==> config.mk <==
export PLATFORM = sky130hd
export DESIGN_NAME = fp8_scaled_dot_product_unit
export DESIGN_NICKNAME = d
export VERILOG_FILES = /design/src/hdl/fp8sdp_pkg.sv /design/src/hdl/fp8sdp_ctrl.sv /design/src/hdl/fp8sdp_datapath.sv /design/src/hdl/fp8_scaled_dot_product_unit.sv
export SDC_FILE = /design/constraint.sdc
export NUM_CORES = 2
export LEC_CHECK = 0
export ABC_AREA = 1
export BUFFER_PORTS_ARGS = -buffer_cell sky130_fd_sc_hd__buf_2
export CAP_MARGIN = 10
export CORE_ASPECT_RATIO = 0.75
export CORE_UTILIZATION = 50
export CTS_BUF_LIST = sky130_fd_sc_hd__clkbuf_4
export DETAILED_ROUTE_END_ITERATION = 8
export PLACE_DENSITY = 0.63
export SYNTH_ARGS = -nofsm -noshare
export SYNTH_HDL_FRONTEND = slang
export SYNTH_SLANG_ARGS = --single-unit
==> constraint.sdc <==
create_clock -name clk -period 23.9 [get_ports clk]
set_clock_uncertainty 0.2 [all_clocks]
set_input_delay 2.39 -clock clk [delete_from_list [all_inputs] [get_ports clk]]
set_output_delay 2.39 -clock clk [all_outputs]
set_load 0.05 [all_outputs]
==> src/hdl/fp8sdp_pkg.sv <==
package fp8sdp_pkg;

  localparam logic [31:0] F32_ONE     = 32'h3F80_0000;
  localparam logic [31:0] F32_DEF_NAN = 32'hFFC0_0000;
  localparam logic [31:0] F32_QBIT    = 32'h0040_0000;

  typedef enum logic [3:0] {
    ST_IDLE, ST_MUL1, ST_MUL2, ST_MUL3,
    ST_ADD1, ST_ADD2, ST_ADD3, ST_ADD4, ST_EMIT
  } state_t;

  // which operands the shared multiplier sees
  typedef enum logic [1:0] {
    PH_PROD, PH_ROW, PH_COL
  } phase_t;

  typedef struct packed {
    logic   load_item;
    phase_t phase;
    logic   mul_s1;
    logic   mul_s2;
    logic   mul_s3;
    logic   add_s1;
    logic   add_s2;
    logic   add_s3;
    logic   add_s4;
    logic   emit;
  } cmd_t;

  typedef struct packed {
    logic last;
  } status_t;

  function automatic logic is_nan(input logic [31:0] x);
    return (x[30:23] == 8'hFF) && (x[22:0] != 23'd0);
  endfunction

  function automatic logic is_inf(input logic [31:0] x);
    return (x[30:23] == 8'hFF) && (x[22:0] == 23'd0);
  endfunction

  // first operand wins when both are NaN; result is quieted
  function automatic logic [31:0] nan_pick(input logic [31:0] a, input logic [31:0] b);
    return is_nan(a) ? (a | F32_QBIT) : (b | F32_QBIT);
  endfunction

  function automatic logic [31:0] decode_e4m3(input logic [7:0] c);
    logic [31:0] r;
    r = {c[7], 31'd0};
    if (c[6:3] == 4'hF && c[2:0] == 3'h7) begin
      r = {c[7], 31'h7FC0_0000};
    end else if (c[6:3] == 4'h0) begin
      if (c[2]) begin
        r = {c[7], 8'd120, c[1:0], 21'd0};
      end else if (c[1]) begin
        r = {c[7], 8'd119, c[0], 22'd0};
      end else if (c[0]) begin
        r = {c[7], 8'd118, 23'd0};
      end
    end else begin
      r = {c[7], 8'({4'd0, c[6:3]} + 8'd120), c[2:0], 20'd0};
    end
    return r;
  endfunction

  // m holds 1.x at bit 26 with guard, round and sticky below
  function automatic logic [31:0] round_pack(input logic s, input logic signed [10:0] e,
                                             input logic [26:0] m);
    logic [53:0] wide;
    logic [26:0] mm;
    logic [10:0] sh;
    logic [7:0]  ef;
    logic        inc;
    logic [30:0] mag;
    mm  = m;
    ef  = e[7:0];
    wide = '0;
    sh  = '0;
    inc = 1'b0;
    mag = '0;
    if (m == 27'd0) begin
      return {s, 31'd0};
    end
    if (e >= 11'sd255) begin
      return {s, 8'hFF, 23'd0};
    end
    if (e <= 11'sd0) begin
      sh = 11'(11'sd1 - e);
      if (sh > 11'd27) sh = 11'd27;
      wide = {m, 27'd0} >> sh;
      mm   = {wide[53:28], wide[27] | (|wide[26:0])};
      ef   = 8'd0;
    end
    inc = mm[2] & (mm[3] | mm[1] | mm[0]);
    mag = {ef, mm[25:3]} + {30'd0, inc};
    return {s, mag};
  endfunction

  function automatic logic [5:0] lzc48(input logic [47:0] p);
    logic [5:0] lz;
    lz = 6'd48;
    for (int i = 0; i < 48; i++) begin
      if (p[i]) lz = 6'(47 - i);
    end
    return lz;
  endfunction

  function automatic logic [4:0] lzc28(input logic [27:0] p);
    logic [4:0] lz;
    lz = 5'd28;
    for (int i = 0; i < 28; i++) begin
      if (p[i]) lz = 5'(27 - i);
    end
    return lz;
  endfunction

  function automatic logic [15:0] to_bf16(input logic [31:0] u);
    logic [31:0] t;
    t = u + 32'h0000_7FFF + {31'd0, u[16]};
    if (is_nan(u)) return u[31:16] | 16'h0040;
    return t[31:16];
  endfunction

endpackage

==> src/hdl/fp8sdp_ctrl.sv <==
module fp8sdp_ctrl (
  input  logic                clk,
  input  logic                rst_n,
  input  logic                in_tvalid,
  output logic                in_tready,
  output logic                out_tvalid,
  input  logic                out_tready,
  input  fp8sdp_pkg::status_t status,
  output fp8sdp_pkg::cmd_t    cmd
);
  import fp8sdp_pkg::*;

  state_t state_r, state_nxt;
  phase_t phase_r, phase_nxt;
  logic   out_valid_r, out_valid_nxt;

  // hold state, phase and result flag
  always_ff @(posedge clk) begin
    if (!rst_n) begin
      state_r     <= ST_IDLE;
      phase_r     <= PH_PROD;
      out_valid_r <= 1'b0;
    end else begin
      state_r     <= state_nxt;
      phase_r     <= phase_nxt;
      out_valid_r <= out_valid_nxt;
    end
  end

  // sequence one item through multiply, add and the scale steps
  always_comb begin
    state_nxt = state_r;
    phase_nxt = phase_r;
    cmd       = '0;
    cmd.phase = phase_r;
    in_tready = 1'b0;
    case (state_r)
      ST_IDLE: begin
        in_tready = 1'b1;
        if (in_tvalid) begin
          cmd.load_item = 1'b1;
          phase_nxt     = PH_PROD;
          state_nxt     = ST_MUL1;
        end
      end
      ST_MUL1: begin
        cmd.mul_s1 = 1'b1;
        state_nxt  = ST_MUL2;
      end
      ST_MUL2: begin
        cmd.mul_s2 = 1'b1;
        state_nxt  = ST_MUL3;
      end
      ST_MUL3: begin
        cmd.mul_s3 = 1'b1;
        case (phase_r)
          PH_PROD: state_nxt = ST_ADD1;
          PH_ROW: begin
            phase_nxt = PH_COL;
            state_nxt = ST_MUL1;
          end
          default: state_nxt = ST_EMIT;
        endcase
      end
      ST_ADD1: begin
        cmd.add_s1 = 1'b1;
        state_nxt  = ST_ADD2;
      end
      ST_ADD2: begin
        cmd.add_s2 = 1'b1;
        state_nxt  = ST_ADD3;
      end
      ST_ADD3: begin
        cmd.add_s3 = 1'b1;
        state_nxt  = ST_ADD4;
      end
      ST_ADD4: begin
        cmd.add_s4 = 1'b1;
        if (status.last) begin
          phase_nxt = PH_ROW;
          state_nxt = ST_MUL1;
        end else begin
          state_nxt = ST_IDLE;
        end
      end
      ST_EMIT: begin
        if (!out_valid_r || out_tready) begin
          cmd.emit  = 1'b1;
          state_nxt = ST_IDLE;
        end
      end
      default: state_nxt = ST_IDLE;
    endcase
  end

  // drop the result flag once taken, raise it on emit
  always_comb begin
    out_valid_nxt = out_valid_r;
    if (out_tready) out_valid_nxt = 1'b0;
    if (cmd.emit)   out_valid_nxt = 1'b1;
  end

  assign out_tvalid = out_valid_r;

`ifndef SYNTH
  a_busy_no_accept: assert property (@(posedge clk) disable iff (!rst_n)
    (state_r != ST_IDLE) |-> !in_tready)
    else $error("input ready while busy");
  a_emit_free: assert property (@(posedge clk) disable iff (!rst_n)
    cmd.emit |-> (!out_valid_r || out_tready))
    else $error("result overwritten before taken");
  a_accept_starts: assert property (@(posedge clk) disable iff (!rst_n)
    (in_tvalid && in_tready) |=> (state_r == ST_MUL1 && phase_r == PH_PROD))
    else $error("accepted item did not start multiply");
`endif

endmodule

==> src/hdl/fp8sdp_datapath.sv <==
module fp8sdp_datapath (
  input  logic                clk,
  input  logic                rst_n,
  input  logic                cfg_we,
  input  logic                cfg_wdata,
  input  logic [87:0]         in_tdata,
  input  logic                in_tlast,
  output logic [15:0]         out_tdata,
  input  fp8sdp_pkg::cmd_t    cmd,
  output fp8sdp_pkg::status_t status
);
  import fp8sdp_pkg::*;

  logic        mode_r;
  logic [31:0] act_r, wgt_r, rs_r, cs_r;
  logic        last_r;
  logic [31:0] acc_r, res_r;
  logic [15:0] out_r;

  // multiplier stage registers
  logic [47:0] mp_r;
  logic [8:0]  me_r;
  logic        ms_r, mspec_r;
  logic [31:0] mspecv_r;
  logic [5:0]  mlz_r;

  // adder stage registers
  logic [26:0] al_r, as_r;
  logic [7:0]  ael_r;
  logic        asl_r, asub_r, azs_r, aspec_r;
  logic [31:0] aspecv_r;
  logic [27:0] ar_r;
  logic [4:0]  alz_r;

  logic [31:0] ma, mb;
  logic [31:0] act_dec;

  // mode register
  always_ff @(posedge clk) begin
    if (!rst_n) begin
      mode_r <= 1'b0;
    end else if (cfg_we) begin
      mode_r <= cfg_wdata;
    end
  end

  assign act_dec = mode_r ? decode_e4m3(in_tdata[7:0]) : {in_tdata[15:0], 16'd0};

  // multiplier operands by phase
  always_comb begin
    case (cmd.phase)
      PH_PROD: begin
        ma = act_r;
        mb = wgt_r;
      end
      PH_ROW: begin
        ma = acc_r;
        mb = mode_r ? rs_r : F32_ONE;
      end
      default: begin
        ma = res_r;
        mb = cs_r;
      end
    endcase
  end

  // multiply stage one: unpack, specials, significand product
  logic [23:0] mma, mmb;
  logic [8:0]  mea, meb;
  logic        mzero_a, mzero_b;
  always_comb begin
    mma = {ma[30:23] != 8'd0, ma[22:0]};
    mmb = {mb[30:23] != 8'd0, mb[22:0]};
    mea = (ma[30:23] == 8'd0) ? 9'd1 : {1'b0, ma[30:23]};
    meb = (mb[30:23] == 8'd0) ? 9'd1 : {1'b0, mb[30:23]};
    mzero_a = ma[30:0] == 31'd0;
    mzero_b = mb[30:0] == 31'd0;
  end

  // multiply stage three: normalize and round
  logic [47:0]        mpn;
  logic signed [10:0] mexp;
  logic [31:0]        mres;
  always_comb begin
    mpn  = mp_r << mlz_r;
    mexp = $signed({2'b00, me_r}) - $signed({5'd0, mlz_r}) - 11'sd126;
    mres = mspec_r ? mspecv_r : round_pack(ms_r, mexp, {mpn[47:22], |mpn[21:0]});
  end

  // add stage one: order by magnitude and align the smaller operand
  logic [31:0] xa, xb, xl, xs;
  logic [7:0]  el, es, dd;
  logic [53:0] aw;
  logic [26:0] sml;
  always_comb begin
    xa = acc_r;
    xb = res_r;
    if (xa[30:0] >= xb[30:0]) begin
      xl = xa;
      xs = xb;
    end else begin
      xl = xb;
      xs = xa;
    end
    el = (xl[30:23] == 8'd0) ? 8'd1 : xl[30:23];
    es = (xs[30:23] == 8'd0) ? 8'd1 : xs[30:23];
    dd = el - es;
    if (dd > 8'd27) dd = 8'd27;
    aw  = {xs[30:23] != 8'd0, xs[22:0], 3'd0, 27'd0} >> dd;
    sml = {aw[53:28], aw[27] | (|aw[26:0])};
  end

  // add stage four: normalize and round
  logic [27:0]        apn;
  logic signed [10:0] aexp;
  logic [31:0]        ares;
  always_comb begin
    apn  = ar_r << alz_r;
    aexp = $signed({3'd0, ael_r}) + 11'sd1 - $signed({6'd0, alz_r});
    if (aspec_r) begin
      ares = aspecv_r;
    end else if (ar_r == 28'd0) begin
      ares = {azs_r, 31'd0};
    end else begin
      ares = round_pack(asl_r, aexp, {apn[27:2], |apn[1:0]});
    end
  end

  always_ff @(posedge clk) begin
    // capture the item
    if (cmd.load_item) begin
      act_r  <= act_dec;
      wgt_r  <= decode_e4m3(in_tdata[23:16]);
      rs_r   <= in_tdata[55:24];
      cs_r   <= in_tdata[87:56];
      last_r <= in_tlast;
    end
    if (cmd.mul_s1) begin
      mp_r     <= mma * mmb;
      me_r     <= mea + meb;
      ms_r     <= ma[31] ^ mb[31];
      mspec_r  <= 1'b1;
      if (is_nan(ma) || is_nan(mb)) begin
        mspecv_r <= nan_pick(ma, mb);
      end else if ((is_inf(ma) && mzero_b) || (is_inf(mb) && mzero_a)) begin
        mspecv_r <= F32_DEF_NAN;
      end else if (is_inf(ma) || is_inf(mb)) begin
        mspecv_r <= {ma[31] ^ mb[31], 8'hFF, 23'd0};
      end else begin
        mspec_r  <= 1'b0;
        mspecv_r <= '0;
      end
    end
    if (cmd.mul_s2) begin
      mlz_r <= lzc48(mp_r);
    end
    if (cmd.mul_s3) begin
      res_r <= mres;
    end
    if (cmd.add_s1) begin
      al_r    <= {el == 8'd1 && xl[30:23] == 8'd0 ? 1'b0 : 1'b1, xl[22:0], 3'd0};
      as_r    <= sml;
      ael_r   <= el;
      asl_r   <= xl[31];
      asub_r  <= xl[31] ^ xs[31];
      azs_r   <= xa[31] & xb[31];
      aspec_r <= 1'b1;
      if (is_nan(xa) || is_nan(xb)) begin
        aspecv_r <= nan_pick(xa, xb);
      end else if (is_inf(xa) && is_inf(xb) && (xa[31] != xb[31])) begin
        aspecv_r <= F32_DEF_NAN;
      end else if (is_inf(xa)) begin
        aspecv_r <= xa;
      end else if (is_inf(xb)) begin
        aspecv_r <= xb;
      end else begin
        aspec_r  <= 1'b0;
        aspecv_r <= '0;
      end
    end
    if (cmd.add_s2) begin
      ar_r <= asub_r ? ({1'b0, al_r} - {1'b0, as_r}) : ({1'b0, al_r} + {1'b0, as_r});
    end
    if (cmd.add_s3) begin
      alz_r <= lzc28(ar_r);
    end
    if (cmd.emit) begin
      out_r <= to_bf16(res_r);
    end
  end

  // accumulator: advance on add, clear after a result
  always_ff @(posedge clk) begin
    if (!rst_n) begin
      acc_r <= '0;
    end else if (cmd.emit) begin
      acc_r <= '0;
    end else if (cmd.add_s4) begin
      acc_r <= ares;
    end
  end

  assign out_tdata   = out_r;
  assign status.last = last_r;

endmodule

==> src/hdl/fp8_scaled_dot_product_unit.sv <==
// Dot product of activation and e4m3 weight pairs with an f32 accumulator.
// Activations are bf16, or e4m3 in the low byte when cfg_wdata has written
// a one into the mode register. Each item is decoded, multiplied and added
// in order with round-to-nearest-even; on the item with in_tlast set the sum
// is scaled by the row scale (fp8 mode only) and the column scale, and one
// bf16 result leaves on the out_ channel, after which the sum restarts at
// +0.0. The single shared f32 multiplier steps through MUL1 to MUL3 per use
// and the adder through ADD1 to ADD4; a new item is taken only once the last
// is through. A last item ends by loading the output register, which frees
// the input side while the result waits.
module fp8_scaled_dot_product_unit (
  input  logic        clk,
  input  logic        rst_n,
  input  logic        cfg_we,
  input  logic        cfg_wdata,
  input  logic        in_tvalid,
  output logic        in_tready,
  // activation[15:0], weight_code[23:16], row_scale[55:24], column_scale[87:56]
  input  logic [87:0] in_tdata,
  input  logic        in_tlast,
  output logic        out_tvalid,
  input  logic        out_tready,
  // result_bf16[15:0]
  output logic [15:0] out_tdata
);
  import fp8sdp_pkg::*;

  cmd_t    cmd;
  status_t status;

  fp8sdp_ctrl u_ctrl (
    .clk       (clk),
    .rst_n     (rst_n),
    .in_tvalid (in_tvalid),
    .in_tready (in_tready),
    .out_tvalid(out_tvalid),
    .out_tready(out_tready),
    .status    (status),
    .cmd       (cmd)
  );

  fp8sdp_datapath u_dp (
    .clk      (clk),
    .rst_n    (rst_n),
    .cfg_we   (cfg_we),
    .cfg_wdata(cfg_wdata),
    .in_tdata (in_tdata),
    .in_tlast (in_tlast),
    .out_tdata(out_tdata),
    .cmd      (cmd),
    .status   (status)
  );

endmodule

Yosys cells after proc, flatten, opt, wreduce, memory -nomap -nowiden --
Cells that the tools add are included.
Operators by class: reductions and logical operators 68, $add $sub $neg 16, multiplexer cells 181, div/mod/pow operators 0, equal/unequal tests 23, multipliers 1, $lt $le $gt $ge 8, bitwise operators 16, shift operators 5
Operators with widths (count):
- $mux 32 | 24
- $mux 26 | 8
- $mux 30 | 6
- $mux 5 | 32
- $pmux 32 s2 | 2
- $mux 11 | 10
- $shr 54x11->53 | 2
- $mux 4 | 26
- $mux 8 | 13
- $mux 31 | 3
- $logic_not 23->1 | 4
- $reduce_bool 23->1 | 4
- $reduce_or 27->1 | 3
- $add 31x1->31 | 2
- $logic_not 31->1 | 2
- $logic_not 27->1 | 2
- $shr 54x8->54 | 1
- $mul 24x24->48 | 1
- $shl 48x6->48 | 1
- $mux 3 | 12
- $pmux 4 s9 | 1
- $add 32x1->32 | 1
- $add 32x15->32 const B | 1
- $eq 8x8->1 const B | 4
- other kinds (56) | 153
Storage, ports and cells: input port bits 95, bits in latches 0, RAM bits 0, word-level logic and storage cells 358, output and inout port bits 18, memory bits (read-only) 0, memories 0, bits in registers 442

Logic depth before layout (Yosys ltp) --
word-level depth 47, mapped depth 49, depth with buffers taken out 47

By module --
From an unflattened synthesis, not the netlist that was laid out.
Second synthesis, totals: cell total of the unflattened synthesis 6832, area, all modules 50764.9 sq um
Modules (own cells, without submodules):
- fp8sdp_datapath | area an instance 50320.8 sq um, times used 1, sequential area each 11591.1 sq um, cells each 6758
- fp8sdp_ctrl | area an instance 444.2 sq um, times used 1, sequential area each 140.1 sq um, cells each 74

Worst setup path after synthesis --
No wires, ideal clock.
path type input-to-reg, from input port in_tvalid, to register u_dp.act_r[16] (enable), arrival 8.588 ns, setup time 0.653 ns, path slack 14.459 ns, cell stages on the path 2, data required time 23.047 ns, path buffers 0, path through inv_1 -> nor3_1
RTL lines:
- start: declaration | RTL line fp8_scaled_dot_product_unit.sv:16 | input logic in_tvalid,
- end signal: assignment | RTL line fp8sdp_datapath.sv:132 | act_r <= act_dec;
- end: declaration | RTL line fp8sdp_datapath.sv:15 | logic [31:0] act_r, wgt_r, rs_r, cs_r;

Worst setup path in the final report --
from register u_ctrl.phase_r[1], to register u_dp.mp_r[46] (data pin)
Between the ends: cells in the longest elaborated chain, start to end 4, elaborated cells on any way between the ends 7, those cells by class 1 x mul; 1 x eq/ne; 2 x mux; 3 x reduce/logical
RTL lines:
- start: declaration | RTL line fp8sdp_ctrl.sv:14 | phase_t phase_r, phase_nxt;
- start signal: assignment | RTL line fp8sdp_ctrl.sv:25 | phase_r <= phase_nxt;
- $eq 2x1->1 or $logic_not 2->1 (tied branches) | RTL line fp8sdp_datapath.sv:51 | case (cmd.phase)
- $pmux 32 s2 | RTL line fp8sdp_datapath.sv:51
- $reduce_bool 8->1 (on tied branches) | RTL line fp8sdp_datapath.sv:72, fp8sdp_datapath.sv:73
- $mul 24x24->48 * | RTL line fp8sdp_datapath.sv:139 | mp_r <= mma * mmb;
- end signal: assignment | RTL line fp8sdp_datapath.sv:139
- end: declaration | RTL line fp8sdp_datapath.sv:21 | logic [47:0] mp_r;
Mark *: on every way between the ends. The rest lies on a longest branch, timed or not. A chain may end at the register's enable or synchronous reset.

==> flow_metrics.tcl <==
set metrics [dict create \
    cellLeakagePower_uw 0.0252 \
    arrival_ns 11.07 \
    clock_latency_ns 1.04 \
    cts.hold.buffers_added 0 \
    critical-path-slowest-cell "nor2_1" \
    grt_max_degree 97 \
    cts_buffers 101 \
    clock_tree.buffer_depth 3 \
    fin_crit_sh_pct 44.2 \
    cts_tree "done" \
    die_area_mm2 0.103 \
    dp_cells 8110 \
    tns_ns 0 \
    root_buffer "clkbuf_4" \
    hold_viol_final 0 \
    status "finished, final reports clean" \
    dp_hpwl_um 155000 \
    num_io_pins 113 \
    synth_edf_count 364 \
    tightest_slew_ns 1.38 \
    max_freq_mhz 94.7 \
    postCtsSetupBuffers 0 \
    r2r_slack_ns 13.34 \
    grt_pass1_vias 45241 \
    slew_headroom_pct 8.29 \
    hold_path_class "flop to flop" \
    cts.htree.levels 3 \
    ff2ff_path_depth 31 \
    track_usage_pct 37.5 \
    finalNonFillerCells 8305 \
    fin_nets 7759 \
    ys_seq_elements 404 \
    async_reset_ff_share_pct 0 \
    fin_area_mm2 0.0542 \
    worst_setup_path_start_kind "flop" \
    layout-drive-gt1-share_pct 7.88 \
    via_count 48303 \
    ys_warn_count 0 \
    start_util_pct 50.9 \
    rsz0062_at_grt "false" \
    clkTransAtPathRegs_ns 0.08 \
    drc 0 \
    first_pass_iters 6 \
    mostFrequentLayoutCell "nand2_1" \
    crit_required_ns 24.40 \
    synth_area_mm2 0.0509 \
    crit_type "flop to flop" \
    die_y_um 278 \
    crit_path_max_incr_delay_ns 0.89 \
    drt_iter0_markers 6675 \
    crit_path_end_kind "flop" \
    ys_seq_area_share_pct 23.0 \
    cts_resized 0 \
    wl_um 195000 \
    synth_ff_type "edfxtp_1" \
    drv_cap 0 \
    via_per_inst 5.82 \
    wl_per_cell_um 23.4 \
    area_delta_synth_final_pct 6.47 \
    syn-num-nets 7744 \
    whs_path_depth 2 \
    place.port_buffers 112 \
    post_dp_cell_area_mm2 0.0528 \
    crit_fanout 46 \
    whs_ns 0.286 \
    core_area_mm2 0.100 \
    finalPower_uw 2070 \
    ant_nets 0 \
    drv_slew 0 \
    finalSetupViolCount 0 \
    fin_crit_ns 10.56 \
    synth_cell_types 70 \
    grt_pass1_wl_um 289000 \
    die_w_um 371 \
    grt_overflow_total 0 \
    syn_inst 6873 \
    antenna_found_initial 8 \
    nFillCells 9916 \
    p_per_area_mw_per_mm2 38.2 \
    placement_rows 100 \
    syn_avg_cell_area_um2 7.41 \
    ir_drop_mv 0.0422 \
    cts_num_sinks 404 \
    layout_common_cells "nand2_1, inv_1, nor2_1" \
    gp_congestion 1.03 \
]
-- synth_stat cells (15+ instances only) --
library cell | n | area (um2)
nand2_1 | 1767 | 6630
inv_1 | 1027 | 3850
nor2_1 | 600 | 2250
fa_1 | 487 | 9750
nand3_1 | 454 | 2270
o21ai_0 | 449 | 2250
edfxtp_1 | 364 | 10900
ha_1 | 289 | 3620
a21oi_1 | 266 | 1330
clkbuf_1 | 227 | 852
xor2_1 | 85 | 744
nand4_1 | 77 | 482
mux2i_1 | 73 | 731
nor3_1 | 56 | 280
o22ai_1 | 50 | 313
or2_2 | 50 | 313
dfxtp_1 | 40 | 801
nor4_1 | 39 | 244
o21ai_1 | 39 | 195
buf_1 | 38 | 143
inv_2 | 33 | 124
a31oi_1 | 31 | 194
xnor2_1 | 28 | 245
o211ai_1 | 24 | 180
clkinv_1 | 23 | 86.3
a32oi_1 | 21 | 184
buf_2 | 20 | 100
nor2_2 | 20 | 125
o31ai_1 | 20 | 150
o21a_1 | 16 | 120
a221oi_1 | 15 | 131
-- metal layers --
layer	vias up	part of all wire (%)	global-route usage [%]
li1	22253	-	-
met1	22906	47	58.2
met2	2843	35	45.5
met3	297	16	17.9
met4	4	2.1	7.85
met5	-	0.054	0.657
-- worst max-delay path: cells and delay by family, from the launching register on --
kind | cells | cell delay [ns]
flops | 1 | 0.31
compound gates | 7 | 1.66
simple gates | 6 | 2.47
buf+inv | 9 | 1.95
fa+ha+maj | 8 | 3.60
xor+xnor | 1 | 0.16
-- power by group --
group | total [uW] | leakage [uW] | internal (uW) | switching (uW)
registers | 842 | 0.00371 | 819 | 23.7
logic | 593 | 0.0207 | 172 | 421
clock network | 638 | 0.000802 | 305 | 332
total | 2070 | 0.0252 | 1300 | 777
-- path summary, 6_finish.rpt --
check,start,to
worst max-delay path,u_ctrl.phase_r[1],u_dp.mp_r[46]
worst min register to register,u_dp.mspecv_r[24],u_dp.res_r[24]
worst min-delay path,u_dp.mspecv_r[24],u_dp.res_r[24]
worst max register to register,u_ctrl.phase_r[1],u_dp.mp_r[46]
-- sequential cells by signal (all words and copies together), names as in the netlist, 2 cells and up --
register and flops:
u_ctrl.phase_r 2, u_ctrl.state_r 4, u_dp.acc_r 32, u_dp.act_r 16, u_dp.ael_r 8, u_dp.al_r 24, u_dp.alz_r 5, u_dp.ar_r 28
u_dp.as_r 27, u_dp.aspecv_r 32, u_dp.cs_r 32, u_dp.me_r 9, u_dp.mlz_r 6, u_dp.mp_r 48, u_dp.mspecv_r 32, u_dp.out_tdata 16
u_dp.res_r 32, u_dp.rs_r 32, u_dp.wgt_r 10
-- per-stage QoR --
step | worst slack, ns | utilization, %
5_1_grt | 12.70 | 54.2
4_1_cts | 13.54 | 54.1
3_5_place_dp | 13.51 | 52.8
3_3_place_gp | 13.64 | 52.8
2_1_floorplan | 14.46 | -
6_report | 13.34 | 54.2
-- cells by family (layout without fill, tap and decap cells) --
family	Yosys count	count (layout)	share of synthesized area (%)
adders and majority gates	776	776	26.2
muxes	73	73	1.43
AOI/OAI and AO/OA	1001	1001	11.1
and+or+nand+nor	3116	3116	25.6
xor gates and xnor gates	120	120	2.17
buffers and inverters	1383	1481	10.4
other	0	8	0
DFF	404	404	23.0
-- area by class of cell --
type	count	area (um2)	share of cell area, %
multi-input cells	5086	34100	62.8
flip-flops and latches	404	11700	21.6
inverters	1085	4080	7.52
well taps	1326	1660	3.06
repair buffers	210	1300	2.39
clock buffers	136	1020	1.88
clock inverters	50	342	0.630
diodes	8	20.0	0.0369
Power figures use the tool's default switching activity.
